===== src/hw/rtl/lzwd_pkg.sv =====
// ----------------------------------------------------------------------------
// LZW decoder package
// Shared constants, the command passed from front to back, and back states.
// ----------------------------------------------------------------------------
`default_nettype none
package lzwd_pkg;

  localparam int unsigned LITERALS    = 256;
  localparam int unsigned STACK_DEPTH = 257;
  localparam int unsigned CODE_W      = 9;
  localparam int unsigned STACK_AW    = 9;
  localparam logic [7:0]  BYTE_MASK   = 8'hff;

  typedef struct packed {
    logic              err;
    logic              pre_wr;
    logic              post_wr;
    logic [CODE_W-1:0] code;
    logic [CODE_W-1:0] parent;
    logic [7:0]        wr_idx;
  } cmd_t;

  typedef enum logic [3:0] {
    ST_IDLE,
    ST_PRE,
    ST_ISSUE,
    ST_WALK,
    ST_LIT,
    ST_RD,
    ST_AP,
    ST_OUT,
    ST_ERR
  } back_state_t;

endpackage
`default_nettype wire


===== src/hw/rtl/lzwd_cmd_fifo.sv =====
// ----------------------------------------------------------------------------
// LZW decoder command queue
// Two-entry queue of classified commands between front and back.
// ----------------------------------------------------------------------------
`default_nettype none
module lzwd_cmd_fifo (
  input  wire logic           clk,
  input  wire logic           rst_n,
  input  wire logic           wr_en,
  input  lzwd_pkg::cmd_t      wr_data,
  output logic                fifo_full,
  input  wire logic           rd_en,
  output lzwd_pkg::cmd_t      rd_data,
  output logic                fifo_empty
);

  lzwd_pkg::cmd_t slot_r [2];
  logic           wp_r, rp_r;
  logic [1:0]     cnt_r;

  assign fifo_full  = cnt_r == 2'd2;
  assign fifo_empty = cnt_r == 2'd0;
  assign rd_data    = slot_r[rp_r];

  always_ff @(posedge clk) begin
    if (wr_en && !fifo_full) begin
      slot_r[wp_r] <= wr_data;
    end
  end

  always_ff @(posedge clk) begin
    if (!rst_n) begin
      wp_r  <= 1'b0;
      rp_r  <= 1'b0;
      cnt_r <= 2'd0;
    end else begin
      if (wr_en && !fifo_full) begin
        wp_r <= !wp_r;
      end
      if (rd_en && !fifo_empty) begin
        rp_r <= !rp_r;
      end
      cnt_r <= cnt_r + 2'((wr_en && !fifo_full) ? 1 : 0) - 2'((rd_en && !fifo_empty) ? 1 : 0);
    end
  end

endmodule
`default_nettype wire


===== config.mk =====
export PLATFORM = sky130hd
export DESIGN_NAME = lzwd_cmd_fifo
export DESIGN_NICKNAME = d
export VERILOG_FILES = /design/src/hw/rtl/lzwd_pkg.sv /design/src/hw/rtl/lzwd_cmd_fifo.sv
export SDC_FILE = /design/constraint.sdc
export NUM_CORES = 1
export LEC_CHECK = 0
export BUFFER_PORTS_ARGS = -buffer_cell sky130_fd_sc_hd__clkbuf_2
export CAP_MARGIN = 20
export CELL_PAD_IN_SITES_DETAIL_PLACEMENT = 0
export CELL_PAD_IN_SITES_GLOBAL_PLACEMENT = 1
export CORE_MARGIN = 4
export CORE_UTILIZATION = 25
export CTS_BUF_LIST = sky130_fd_sc_hd__clkbuf_2
export DETAILED_ROUTE_END_ITERATION = 12
export PLACE_DENSITY_LB_ADDON = 0.3
export SETUP_SLACK_MARGIN = 0.05
export SKIP_LAST_GASP = 1
export SYNTH_ARGS = -nofsm -noshare
export SYNTH_HDL_FRONTEND = slang
export SYNTH_SLANG_ARGS = --single-unit

===== constraint.sdc =====
create_clock -name clk -period 2.94 [get_ports clk]
set_input_delay 0.294 -clock clk [delete_from_list [all_inputs] [get_ports clk]]
set_output_delay 0.294 -clock clk [all_outputs]
set_load 0.01 [all_outputs]

==> results of run 1 <==
-- flip-flops by register name, indices dropped and copies added (netlist names), named ones only --
signal,count
wp_r,1
rp_r,1
slot_r,58
cnt_r,2
-- report_power, final --
group / internal, mW / switching, mW
logic: 0.328 / 0.280
clock network: 0.189 / 0.317
registers: 1.13 / 0.0973
total: 1.65 / 0.695
-- final cells by class --
class / instances / area (sq um) / share of cell area [%]
clock inverters: 7 / 63.8 / 1.97
multi-input cells: 47 / 499 / 15.4
repair buffers: 93 / 613 / 19.0
clock buffers: 9 / 45.0 / 1.39
flip-flops and latches: 63 / 1840 / 57.0
well taps: 129 / 161 / 4.99
inverters: 2 / 7.51 / 0.232
-- cells in the final DEF (no fill, tap or decap), types with 2 or more instances in the layout --
cell           instances
clkbuf_2              72
edfxtp_1              58
dlygate4sd3_1         29
mux2_2                19
mux2_4                10
dfxtp_1                4
xnor2_1                3
nand2b_1               2
inv_1                  2
nand2_1                2
nor2b_1                2
and2_1                 2
ha_1                   2
clkinv_2               2
clkinv_1               2
-- logic make-up (layout without fill, tap and decap cells) --
kind of cell,count (synthesis),count (layout),share of synthesized area [%]
mux,30,30,15.8
xor+xnor,3,3,1.11
compound gates,1,1,0.317
buf+inv,5,111,1.48
fa+ha+maj,2,2,1.06
flops,63,63,77.8
simple gates,11,11,2.48
-- metal layers --
metal | up-vias | track usage, % | routed length (um)
li1 | 641 | - | -
met1 | 631 | 11.3 | 2180
met2 | 46 | 14.2 | 2170
met3 | 7 | 2.57 | 268
met4 | 0 | 4.78 | 61
met5 | - | 0 | 0
-- how the worst max path moves through the flow --
stage                     slack, ns  cells after the start       endpoint
after floorplan                0.70                      3   slot_r[0][0]
after global placement         1.04                      3  slot_r[0][26]
after detailed placement       1.05                      3  slot_r[0][16]
after CTS                      0.57                      2    rd_data[10]
after global routing           0.52                      2    rd_data[10]
final                          0.70                      2    rd_data[10]
==> flow_summary.toml, run 1 <==
[status]
status = "finished, final reports clean"

[setup_path]
start_kind = "flop"
path_delay_family = "flip-flops"
slowest_stage = "dfxtp_2"
critPathCaptureType = "output pin"
path_class = "flop to output pin"
cp.required_ns = 2.65
slowest_delay_ns = 0.91
regToRegEndpoint = "slot_r[0][0]"
r2r_cells = 3
path_buf_inv = 1
path_max_fanout = 29
crit_path_cell_trace = "mux2_2, clkbuf_2"
crit_arrival_ns = 1.95
rrSetupSlack_ns = 1.10
worstReg2RegStart = "cnt_r[0]"

[pwr]
max-vdd-ir-drop_uv = 288
power_mw = 2.34
power_density_nw_per_um2 = 724
power.leakage_nw = 1.25

[synthesis]
synthCells = 115
synthTopCellsByArea = "edfxtp_1, mux2_2, mux2_4, dfxtp_1, xnor2_1"
synth_cell_types = 17
synth_edf_count = 58
ys_async_sr_fraction_pct = 0
ys_dominant_reg_cell = "edfxtp_1"
ys_seq_elements = 63
yosysTopAreaCellShare_pct = 73.5
yosys.area.top_type = "edfxtp_1"
syn_nets = 150
syn-cell-area_sq_um = 2370
yosysWarnings = 0
yosysMostFrequentCell = "edfxtp_1"
syn-mean-instance-area_sq_um = 20.6
synth_common_cells = "edfxtp_1, mux2_2, mux2_4, dfxtp_1, xnor2_1"
yosysSeqAreaShare_pct = 77.8

[clock_tree]
ctsHoldBuffers = 29
path_clk_slew_ns = 0.17
numCtsBuffers = 9
cts-root-buf = "clkbuf_2"
postCtsSetupRepairBufs = 0
cts_resized = 0
htreeDepth = 3
clk_latency_ns = 0.48
clock_path_buffers = 2
cts_tree = "done"
clock-sinks = 63

[timing]
finalCriticalPeriod_ns = 2.24
grt_setup_unrepaired = "no"
fmax_ghz = 0.446
clock_skew_ns = 0.0196
finalMaxSlewViolations = 0
slew_headroom_pct = 37.0
max_slew.worst_pin.slew_ns = 0.943
hold_ws_ns = 0.0985
period_share_pct = 76.3
setup_viol = 0
setup_tns_ns = 0
hold_violations = 0
setup_slack_ns = 0.696

[floorplanning]
core-area_sq_um = 9240
pin_count = 64
initial_core_util_pct = 25.6
die_x_um = 105
dieArea_sq_um = 11100
die_y_um = 105
rows = 35

[global_route]
grt_pass1_wl_um = 7580
grt_usage_pct = 9.05
grt_pass1_vias = 1506
antenna_found_initial = 0
overflow = 0
grt_start_max_net_pins = 30

[placement]
dp.cells = 305
dp_slack_ns = 1.05
placed_area_sq_um = 2830
finalWeightedCongestion = 0.710
portBuffers = 63
hpwlAfterDp_um = 2830

[finish]
fillCellCount = 912
fin_area_sq_um = 3230
diodes = 0
nNetsFinal = 251
final_layout_size_suffix_gt1_share_pct = 49.3
stdcell_count = 350
syn_to_final_growth_pct = 36.5
fin_util_pct = 35.0

[routing]
avgViaCountPerCell = 3.79
dr.first_iter.drc_count = 44
drtPass1Iterations = 4
drt-total-wl_um = 4680
antenna_left = 0
wire_per_inst_um = 13.4
drc_errors = 0
vias = 1325

[min_path]
hold_class = "input port to flop"
min-delay-start = "rst_n"
hold_depth = 2

[job]
maxCapViolCount = 0
(Power assumes the default switching activity.)
==> run 2, diff against run 1 <==
==> constraint.sdc (replaced) <==
create_clock -name clk -period 2 [get_ports clk]
set_input_delay 0.2 -clock clk [delete_from_list [all_inputs] [get_ports clk]]
set_output_delay 0.2 -clock clk [all_outputs]
set_load 0.01 [all_outputs]
==> run 2 against run 1 <==
Combinational power rose by 76%. Clock skew is 0.0049 ns lower. Hold slack improved by 0.0078 ns. Clock-buffer cell count unchanged. Via count is 4.2% higher. Total power grew 52%. Register-to-register slack got worse by 0.79 ns. Global-route usage down 0.40 points. Critical path depth up 1. Sequential power is 41% higher. Cell area up 3.7%. Critical endpoint is now rd_data[14]. Largest power group unchanged.
==> flow_summary.toml, run 2 (synthesis gave the netlist of run 1 again) <==
[floorplanning]
die_y_um = 105
die_x_um = 105
pin_count = 64
rows = 35
dieArea_sq_um = 11100
initial_core_util_pct = 25.6
core-area_sq_um = 9240

[finish]
stdcell_count = 359
final-seq-area_sq_um = 1850
nNetsFinal = 260
multi_input_area_sq_um = 499
mostFrequentLayoutCells = "clkbuf_2, edfxtp_1, dlygate4sd3_1, mux2_2, mux2_4"
fin_area_sq_um = 3350
fillCellCount = 900
fin_util_pct = 36.3
largest_reg_flops = 58
final_layout_size_suffix_gt1_share_pct = 51.3
top_regs = "slot_r (58), cnt_r (2)"
diodes = 0
syn_to_final_growth_pct = 41.5
largest-register = "slot_r"
final_common_cell = "clkbuf_2"

[pwr]
max-vdd-ir-drop_uv = 457
power_density_nw_per_um2 = 1060
power_mw = 3.57
power.leakage_nw = 1.31

[routing]
wl_met3_um = 289
drt-total-wl_um = 4500
avgViaCountPerCell = 3.85
drc_errors = 0
drtPass1Iterations = 4
dr.first_iter.drc_count = 33
routed-wl-met2_um = 2150
met1_length_um = 1960
highest_layer = "met4"
antenna_left = 0
wire_per_inst_um = 12.5
vias = 1381

[setup_path]
cp.required_ns = 1.80
crit_arrival_ns = 1.59
path_class = "flop to output pin"
slowest_delay_ns = 0.46
path_max_fanout = 10
critPathCaptureType = "output pin"
slowest_stage = "dfxtp_4"
crit_path_cell_trace = "buf_4, mux2_2, clkbuf_2"
start_kind = "flop"

[clock_tree]
clock-sinks = 63
htreeDepth = 3
clock_path_buffers = 2
numCtsBuffers = 9
cts_tree = "done"
cts-root-buf = "clkbuf_2"
clk_latency_ns = 0.47
path_clk_slew_ns = 0.17

[global_route]
antenna_found_initial = 0
overflow = 0
grt_usage_pct = 8.65
grt_start_max_net_pins = 30
grt_pass1_vias = 1492
grt_pass1_wl_um = 7220

[timing]
setup_tns_ns = 0
fmax_ghz = 0.558
hold_violations = 0
max_slew.worst_pin.slew_ns = 0.217
hold_ws_ns = 0.106
setup_viol = 0
setup_slack_ns = 0.207
grt_setup_unrepaired = "no"
clock_skew_ns = 0.0147
finalMaxSlewViolations = 0
period_share_pct = 89.6
slew_headroom_pct = 85.5
finalCriticalPeriod_ns = 1.79

[placement]
dp.cells = 308
dp_slack_ns = 0.303
finalWeightedCongestion = 0.675
hpwlAfterDp_um = 2900
portBuffers = 63
placed_area_sq_um = 2890

[status]
status = "finished, final reports clean"

[min_path]
hold_class = "input port to flop"

[job]
maxCapViolCount = 0
run 2: routing by layer:
metal  up-vias  global-route usage, %
met5         -                      0
met4         0                   4.78
met3        11                   3.18
met2        46                   14.0
met1       662                   9.84
li1        662                      -
run 2: report_power, final:
group	switching, mW	internal (mW)	leakage [nW]
Sequential	0.0800	1.66	0.584
Clock	0.469	0.291	0.0699
Combinational	0.487	0.580	0.659
run 2: path summary, 6_finish.rpt:
check / start / endpoint / slack [ns] / cells after the start
setup / recovery: flop / rd_data[14] / 0.21 / 3
hold / removal: wr_en / wp_r / 0.11 / 3
setup reg to reg: cnt_r[0] / cnt_r[1] / 0.31 / 8
hold reg to reg: wp_r / wp_r / 0.54 / 2
run 2: critical path: cells and delay by family, from the launching register on:
kind	cells	cell delay, ns
flops	1	0.46
mux	1	0.35
buf+inv	2	0.32
run 2: timing repair:
item | 4_1_cts | 5_1_grt
hold buffers | 30 | 0
endpoints found under the hold margin | 63 | 0
buffers inserted | 0 | 5
gates resized for setup | 1 | 0
setup endpoints to repair | 20 | 10
run 2: cell type report:
class                      count  area share [%]
clock buffer                   9            1.34
clock inverter                 7            2.16
inverter                       2           0.224
multi-input combinational     47            14.9
sequential                    63            55.1
tap                          129            4.82
timing repair buffer         102            21.5
