**config.mk**
```make
export PLATFORM = sky130hd
export DESIGN_NAME = lzwd_front
export DESIGN_NICKNAME = d
export VERILOG_FILES = /design/src/hw/rtl/lzwd_pkg.sv /design/src/hw/rtl/lzwd_front.sv
export SDC_FILE = /design/constraint.sdc
export NUM_CORES = 1
export LEC_CHECK = 0
export BUFFER_PORTS_ARGS = -buffer_cell sky130_fd_sc_hd__buf_2
export CAP_MARGIN = 30
export CORE_ASPECT_RATIO = 1.2
export CORE_MARGIN = 2
export CORE_UTILIZATION = 48
export CTS_BUF_LIST = sky130_fd_sc_hd__clkbuf_8
export CTS_CLUSTER_SIZE = 14
export DETAILED_ROUTE_END_ITERATION = 7
export HOLD_SLACK_MARGIN = 0.03
export PLACE_DENSITY = 0.78
export SYNTH_ARGS = -nofsm -noshare
export SYNTH_HDL_FRONTEND = slang
export SYNTH_SLANG_ARGS = --single-unit
```
**constraint.sdc**
```tcl
create_clock -name clk -period 2.3 [get_ports clk]
set_input_delay 0.23 -clock clk [delete_from_list [all_inputs] [get_ports clk]]
set_output_delay 0.23 -clock clk [all_outputs]
set_load 0.02 [all_outputs]
```
**src/hw/rtl/lzwd_pkg.sv**
```systemverilog
// ----------------------------------------------------------------------------
// LZW decoder package
// Shared constants, the command passed from front to back, and back states.
// ----------------------------------------------------------------------------
`default_nettype none
package lzwd_pkg;

  localparam int unsigned LITERALS    = 256;
  localparam int unsigned STACK_DEPTH = 257;
  localparam int unsigned CODE_W      = 9;
  localparam int unsigned STACK_AW    = 9;
  localparam logic [7:0]  BYTE_MASK   = 8'hff;

  typedef struct packed {
    logic              err;
    logic              pre_wr;
    logic              post_wr;
    logic [CODE_W-1:0] code;
    logic [CODE_W-1:0] parent;
    logic [7:0]        wr_idx;
  } cmd_t;

  typedef enum logic [3:0] {
    ST_IDLE,
    ST_PRE,
    ST_ISSUE,
    ST_WALK,
    ST_LIT,
    ST_RD,
    ST_AP,
    ST_OUT,
    ST_ERR
  } back_state_t;

endpackage
`default_nettype wire

```
**src/hw/rtl/lzwd_front.sv**
```systemverilog
// ----------------------------------------------------------------------------
// LZW decoder front end
// Accepts codes, tracks the next free code and classifies each code.
// ----------------------------------------------------------------------------
`default_nettype none
module lzwd_front #(
  parameter int DICT_CODES = 512,
  parameter int NW         = 10,
  parameter int CAP        = 512
) (
  input  wire logic                        clk,
  input  wire logic                        rst_n,
  input  wire logic                        push,
  output logic                             full,
  input  wire logic [lzwd_pkg::CODE_W-1:0] in_code,
  input  wire logic                        in_restart,
  output logic                             cmd_push,
  output lzwd_pkg::cmd_t                   cmd_data,
  input  wire logic                        cmd_full
);

  localparam logic [NW-1:0] LIT_BASE = NW'(lzwd_pkg::LITERALS);
  localparam logic [NW-1:0] DICT_LIM = NW'(DICT_CODES);
  localparam logic [NW-1:0] CAP_LIM  = NW'(CAP);

  logic [NW-1:0]               nfc_r, nfc_nxt, nfc_eff;
  logic                        have_prev_r, have_prev_nxt, hp;
  logic [lzwd_pkg::CODE_W-1:0] prev_code_r, prev_code_nxt;
  logic [NW-1:0]               code_ext;
  logic                        accept;

  assign full     = cmd_full;
  assign accept   = push && !cmd_full;
  assign cmd_push = accept;
  assign code_ext = NW'(in_code);
  assign nfc_eff  = in_restart ? LIT_BASE : nfc_r;
  assign hp       = have_prev_r && !in_restart;

  always_comb begin
    cmd_data         = '0;
    cmd_data.code    = in_code;
    cmd_data.parent  = prev_code_r;
    cmd_data.wr_idx  = nfc_eff[7:0];
    nfc_nxt          = nfc_eff;
    have_prev_nxt    = hp;
    prev_code_nxt    = prev_code_r;
    if (!hp) begin
      if (code_ext >= LIT_BASE) begin
        cmd_data.err = 1'b1;
      end else begin
        have_prev_nxt = 1'b1;
        prev_code_nxt = in_code;
      end
    end else if (code_ext < nfc_eff) begin
      cmd_data.post_wr = nfc_eff < CAP_LIM;
      if (nfc_eff < DICT_LIM) begin
        nfc_nxt = nfc_eff + NW'(1);
      end
      prev_code_nxt = in_code;
    end else if (code_ext == nfc_eff && nfc_eff < DICT_LIM) begin
      cmd_data.pre_wr = 1'b1;
      nfc_nxt         = nfc_eff + NW'(1);
      prev_code_nxt   = in_code;
    end else begin
      cmd_data.err = 1'b1;
    end
  end

  always_ff @(posedge clk) begin
    if (!rst_n) begin
      nfc_r       <= LIT_BASE;
      have_prev_r <= 1'b0;
      prev_code_r <= '0;
    end else if (accept) begin
      nfc_r       <= nfc_nxt;
      have_prev_r <= have_prev_nxt;
      prev_code_r <= prev_code_nxt;
    end
  end

endmodule
`default_nettype wire

```
==> impl_metrics.env, run 1 <==
export IMPL_pin_count=45
export IMPL_grt_total_usage_pct=26.0
export IMPL_diodes=0
export IMPL_status="finished with violations"
export IMPL_power_leakage_nw=1.03
export IMPL_synth_top_cell_by_area="dfxtp_1"
export IMPL_netlist_cell_type_count=45
export IMPL_die_x_um=55.2
export IMPL_synth_edff_count=0
export IMPL_asyncSetResetFlopFracSynth_pct=0
export IMPL_worst_hold_path_type="in2reg"
export IMPL_detail_route_vias_per_cell=5.81
export IMPL_synthFlopType="dfxtp_1"
export IMPL_grt_pass1_vias=1673
export IMPL_layout_drive_gt1_share_pct=49.8
export IMPL_die_area_um2=3610
export IMPL_cts_buffers=3
export IMPL_tightest_slew_ps=469
export IMPL_worst_endpoint_arrival_ps=2290
export IMPL_synthTopCellsByCount="30 x nand2_1, 20 x dfxtp_1, 15 x nor2_1, 13 x inv_1, 11 x ha_1"
export IMPL_yosys_area_share_adder_pct=9.11
export IMPL_timing_critical_path_to_type="primary output"
export IMPL_drt_antenna_violating_nets=0
export IMPL_ff2ff_setup_slack_ps=-200
export IMPL_yosysTopAreaCellShare_pct=26.5
export IMPL_violations="setup timing"
export IMPL_clk_transition_reported_paths_ps=90
export IMPL_globalplace_congestion=0.894
export IMPL_grt_max_degree=25
export IMPL_cell_area_after_synthesis_um2=1510
export IMPL_cp_max_fo=3
export IMPL_synth_xor_xnor_area_share_pct=0.580
export IMPL_core_um2=3030
export IMPL_cap_violations=0
export IMPL_routed_wl_um=5490
export IMPL_hpwlAfterDp_um=3220
export IMPL_layout_setup_ws_ps=-222
export IMPL_worst_setup_path_start_kind="flop"
export IMPL_detail_route_wl_per_cell_um=17.8
export IMPL_cts_tree="built"
export IMPL_slew_limit_headroom_pct=68.6
export IMPL_floorplan_rows=22
export IMPL_cts_hold_buffers=0
export IMPL_synth_compound_area_share_pct=18.9
export IMPL_p_per_area_nw_per_um2=380
export IMPL_ctsLongestPathBuffers=2
export IMPL_post_route_drc_count=0
export IMPL_placement_setup_worst_slack_ps=-278
export IMPL_max_freq_mhz=396
export IMPL_drt_pass1_iter_count=4
export IMPL_numPlacedInstances=290
export IMPL_synth_area_leaders="dfxtp_1 27%, ha_1 9.1%, nand2_1 7.5%, mux2i_1 5.3%, buf_4 5.0%"
export IMPL_cts_sinks=20
export IMPL_synth_most_common_cell="nand2_1"
export IMPL_share_of_synthesized_area_spent_on_multiplexers_pct=5.30
export IMPL_vdd_ir_drop_max_v=0.000227
export IMPL_die_height_um=65.4
export IMPL_ys_seq_elements=20
export IMPL_slew_violations=0
export IMPL_final_global_route_overflow_total=0
export IMPL_antenna_violations_before_repair=0
export IMPL_synth_simple_area_share_pct=29.1
export IMPL_finalCritPeriodShare_pct=110
export IMPL_synth_top_family_by_area="simple AND/OR/NAND/NOR gates"
export IMPL_grt_setup_unrepaired="true"
export IMPL_synth_warning_count=0
export IMPL_start_util_pct=49.9
export IMPL_number_of_endpoints_failing_setup_at_the_final_stage=13
export IMPL_final_worst_clock_skew_ps=10.6
export IMPL_root_buffer="clkbuf_8"
export IMPL_syn_area_per_cell_um2=7.78
export IMPL_crit_type="reg2out"
export IMPL_insertion_delay_ps=270
export IMPL_synth_nets=219
export IMPL_buffer_ports_inserted=44
export IMPL_final_min_clock_period_ps=2520
export IMPL_via_count=1794
export IMPL_cts_htree_levels=1
export IMPL_post_synth_inst_count=194
export IMPL_nets=299
export IMPL_grt_pass1_wl_um=7470
export IMPL_final_hold_violation_count=0
export IMPL_layoutNonFillerInstCount=309
export IMPL_detail_route_iter0_violations=121
export IMPL_crit_required_ps=2070
export IMPL_synth_seq_area_share_pct=26.5
export IMPL_syn_to_final_growth_pct=51.1
## cell type report
class	instances	area (µm²)
Inverter	13	48.8
Timing Repair Buffer	92	599
Sequential cell	20	408
Multi-Input combinational cell	144	1130
Fill cell	203	746
Clock buffer	4	55.1
Tap cell	36	45.0
## critical path, cell delays in order, from the launching register on
cell and delay [ps]:
dfxtp_2 340, nor2b_4 150, inv_2 60, ha_4 250, nand4_1 170, o21bai_4 240, a211oi_4 320, buf_4 170
or2_4 110, nor3_2 30, buf_4 170
## routing by layer
| layer | vias to the layer above | track usage (%) | part of all wire, % | routed length [µm] |
|---|---|---|---|---|
| met1 | 844 | 29.4 | 39 | 2130 |
| met5 | - | 0 | 0 | 0 |
| met4 | 0 | 12.2 | 4.0 | 221 |
| li1 | 831 | - | - | - |
| met3 | 24 | 3.15 | 6.7 | 367 |
| met2 | 95 | 48.1 | 50 | 2770 |
## placed cells by master (no fill, tap or decap), types with 4 or more instances in the layout
master and instances:
nor2_1 14, buf_2 41, nor2b_4 4, buf_4 48, nand2_1 28, nand2b_1 7
nand3_1 4, mux2i_1 8, inv_1 11, nand4_1 5, ha_4 5, a21oi_1 7
dfxtp_2 6, ha_1 6, clkbuf_8 4, o21ai_0 4, dfxtp_1 14
## what timing repair did
item                                    in CTS  in global routing
setup buffers                                9                  6
endpoints found under the setup margin      20                 21
gates resized for setup                     23                 12
pin swaps                                   11                 14
## worst paths after layout
check | from | endpoint | cells past startpoint
max | nfc_r[2] | cmd_data[26] | 10
min | in_code[4] | prev_code_r[4] | 3
max reg2reg | nfc_r[6] | nfc_r[7] | 11
min reg2reg | prev_code_r[4] | prev_code_r[4] | 2
## power by group
| part | leakage (nW) | switching [mW] | internal, mW |
|---|---|---|---|
| registers | 0.165 | 0.00473 | 0.353 |
| clock network | 0.0288 | 0.133 | 0.153 |
| logic | 0.833 | 0.131 | 0.0945 |
| total | 1.03 | 0.268 | 0.600 |
## cell families after synthesis
kind of cell / Yosys count
simple gates: 85
fa+ha+maj: 11
flops: 20
mux: 8
compound gates: 39
xor+xnor: 1
buf+inv: 30
## sequential cells by signal, summed over array words and instances, names as in the netlist
name	cells
have_prev_r	1
nfc_r	10
prev_code_r	9
## metrics by stage
stage / TNS [ps] / util [%] / power, mW / hold WS [ps] / cell area (µm²)
finish: -1660 / 75.4 / 0.868 / 236 / 2280
global route: -3060 / 75.4 / 0.896 / 255 / 2280
CTS: -611 / 71.6 / 0.826 / 229 / 2170
detailed placement: -3840 / 64.4 / 0.535 / 448 / 1950
global placement: -1960 / 64.4 / 0.530 / 439 / 1950
floorplan: -11.7 / - / 0.482 / 372 / 1560
No activity file was read; power rests on OpenSTA's default activity.
==> inputs of run 2 (changes only) <==
--- a/config.mk
+++ b/config.mk
@@ -5,11 +5,12 @@
 export SDC_FILE = /design/constraint.sdc
 export NUM_CORES = 1
 export LEC_CHECK = 0
+export ABC_AREA = 1
 export BUFFER_PORTS_ARGS = -buffer_cell sky130_fd_sc_hd__buf_2
 export CAP_MARGIN = 30
 export CORE_ASPECT_RATIO = 1.2
 export CORE_MARGIN = 2
-export CORE_UTILIZATION = 48
+export CORE_UTILIZATION = 49
 export CTS_BUF_LIST = sky130_fd_sc_hd__clkbuf_8
 export CTS_CLUSTER_SIZE = 14
 export DETAILED_ROUTE_END_ITERATION = 7
==> run 2 against run 1 <==
Net effect:
- the flow now finishes without violations
- final cell count is 19% higher
- area after synthesis up 12%
- die area increased by 9.4%
- non-clock buffer count is 25 lower
- sequential cell count did not move
- clock skew down 6.6 ps
- count of clock-buffer cells in the layout is the same
- maximum frequency grew 12%
- largest cell class unchanged
==> impl_metrics.env, run 2 <==
export IMPL_status="finished, final reports clean"
export IMPL_nets=357
export IMPL_synth_most_common_cell="nand2_1"
export IMPL_drt_antenna_violating_nets=0
export IMPL_cts_sinks=20
export IMPL_synth_area_leaders="dfxtp_1 24%, nand2_1 18%, nor2_1 8.4%, ha_1 8.1%, inv_1 7.1%"
export IMPL_synthFlopType="dfxtp_1"
export IMPL_post_route_drc_count=0
export IMPL_max_freq_mhz=443
export IMPL_synthTopCellsByCount="82 x nand2_1, 38 x nor2_1, 32 x inv_1, 22 x nand3_1, 20 x dfxtp_1"
export IMPL_post_synth_inst_count=276
export IMPL_final_min_clock_period_ps=2260
export IMPL_synth_seq_area_share_pct=23.6
export IMPL_synth_nets=301
export IMPL_die_x_um=57.7
export IMPL_cts_buffers=3
export IMPL_via_count=1947
export IMPL_power_leakage_nw=1.13
export IMPL_largest_register_ff_count=10
export IMPL_grt_setup_unrepaired="true"
export IMPL_grt_pass1_wl_um=6920
export IMPL_final_fill_count=290
export IMPL_layout_commonest_cell="nand2_1"
export IMPL_final_global_route_overflow_total=0
export IMPL_p_per_area_nw_per_um2=412
export IMPL_number_of_endpoints_failing_setup_at_the_final_stage=0
export IMPL_cap_violations=0
export IMPL_final_hold_violation_count=0
export IMPL_globalplace_congestion=0.937
export IMPL_vdd_ir_drop_max_v=0.000312
export IMPL_start_util_pct=50.9
export IMPL_asyncSetResetFlopFracSynth_pct=0
export IMPL_yosysTopAreaCellShare_pct=23.6
export IMPL_synth_edff_count=0
export IMPL_diodes=0
export IMPL_cp_max_fo=4
export IMPL_layout_drive_gt1_share_pct=31.1
export IMPL_worst_hold_path_type="in2reg"
export IMPL_detail_route_iter0_violations=103
export IMPL_most_common_layout_cells="78 x nand2_1, 41 x buf_2, 33 x nor2_1"
export IMPL_tightest_slew_ps=373
export IMPL_hold_slack_ps=247
export IMPL_syn_area_per_cell_um2=6.15
export IMPL_ctsLongestPathBuffers=2
export IMPL_synth_top_cell_by_area="dfxtp_1"
export IMPL_slew_limit_headroom_pct=75.1
export IMPL_synth_warning_count=0
export IMPL_core_um2=3340
export IMPL_pin_count=45
export IMPL_detail_route_vias_per_cell=5.29
export IMPL_floorplan_rows=23
export IMPL_buffer_ports_inserted=44
export IMPL_die_height_um=68.5
export IMPL_grt_max_degree=18
export IMPL_cts_hold_buffers=0
export IMPL_layout_setup_ws_ps=43.5
export IMPL_final_worst_clock_skew_ps=4.02
export IMPL_reg_largest_list="nfc_r: 10 flops, prev_code_r: 9 flops, have_prev_r: 1 flops"
export IMPL_syn_to_final_growth_pct=27.9
export IMPL_netlist_cell_type_count=30
export IMPL_die_area_um2=3950
export IMPL_worst_setup_path_start_kind="flop"
export IMPL_worst_endpoint_arrival_ps=2030
export IMPL_placement_setup_worst_slack_ps=89.9
export IMPL_drt_pass1_iter_count=4
export IMPL_slew_violations=0
export IMPL_hpwlAfterDp_um=3320
export IMPL_met3_wirelength_um=358
export IMPL_detail_route_wl_per_cell_um=12.9
export IMPL_cts_htree_levels=1
export IMPL_crit_required_ps=2070
export IMPL_root_buffer="clkbuf_8"
export IMPL_cts_tree="built"
export IMPL_timing_critical_path_to_type="primary output"
export IMPL_finalCritPeriodShare_pct=98.1
export IMPL_met2_wirelength_um=2340
export IMPL_grt_total_usage_pct=22.7
export IMPL_ys_seq_elements=20
export IMPL_routed_wl_um=4740
export IMPL_regMostFlops="nfc_r"
export IMPL_dr_max_layer_used="met4"
export IMPL_antenna_violations_before_repair=0
export IMPL_grt_pass1_vias=1541
export IMPL_insertion_delay_ps=260
export IMPL_met1Wirelength_um=1910
export IMPL_crit_type="reg2out"
export IMPL_cell_area_after_synthesis_um2=1700
export IMPL_clk_transition_reported_paths_ps=80
[run 2: cell types whose count changed after synthesis, sizes merged, moves of 7 or more]
cell	change
nand2	+57
nor2	+28
inv	+21
nand3	+19
o21ai	+13
mux2i	-8
nand2b	-7
[run 2: logic make-up after synthesis]
kind of cell	after synthesis	share of synthesized area, %
flops	20	23.6
compound gates	33	10.1
xor+xnor	2	1.03
buf+inv	50	14.4
fa+ha+maj	11	8.11
simple gates	160	42.8
[run 2: per-layer routing]
| metal | vias up | track usage (%) |
|---|---|---|
| met3 | 15 | 2.65 |
| li1 | 979 | - |
| met4 | 0 | 8.72 |
| met2 | 106 | 41.1 |
| met5 | - | 0 |
| met1 | 847 | 27.3 |
[run 2: timing repair]
| item | 4_1_cts | 5_1_grt |
|---|---|---|
| pin swaps | 7 | 10 |
| gates resized for setup | 3 | 22 |
| endpoints found under the setup margin | 3 | 9 |
| buffers inserted | 7 | 8 |
[run 2: cell type report]
cell class              count  area (µm²)  share of cell area (%)
repair buffers             67         404                    18.6
multi-input cells         206        1130                    51.9
well taps                  37        46.3                    2.13
inverters                  34         135                    6.22
flip-flops and latches     20         403                    18.6
clock buffers               4        55.1                    2.54
[run 2: through the flow]
stage	setup TNS, ps	std cells	power (mW)	util, %	cell area [µm²]
finish	0	368	0.894	65.0	2170
detailed placement	0	349	0.588	57.4	1920
global route	-180	368	0.938	65.0	2170
global placement	0	349	0.585	57.4	1920
CTS	0	360	0.877	60.8	2030
floorplan	0	276	0.535	-	1700
[run 2: critical path, stage by stage (launching register included)]
cell	delay (ps)
dfxtp_2	340
inv_2	70
nor2_4	100
inv_1	50
ha_1	290
nand2_1	110
nor2_4	170
nand2_2	80
inv_1	60
nand2_1	80
nand3_4	140
nand3_2	100
inv_1	70
buf_4	130
[run 2: final timing paths]
check	startpoint	slack, ps	end	depth (start not counted)
worst max register to register	nfc_r[3]	130	nfc_r[5]	17
worst min register to register	nfc_r[1]	480	nfc_r[1]	2
worst min-delay path	in_code[1]	250	prev_code_r[1]	3
worst max-delay path	nfc_r[3]	40	cmd_data[27]	13
[run 2: power breakdown]
part | internal (mW) | switching, mW | leakage (nW)
logic | 0.0939 | 0.161 | 0.934
clock network | 0.152 | 0.118 | 0.0288
registers | 0.361 | 0.00800 | 0.164
total | 0.607 | 0.287 | 1.13
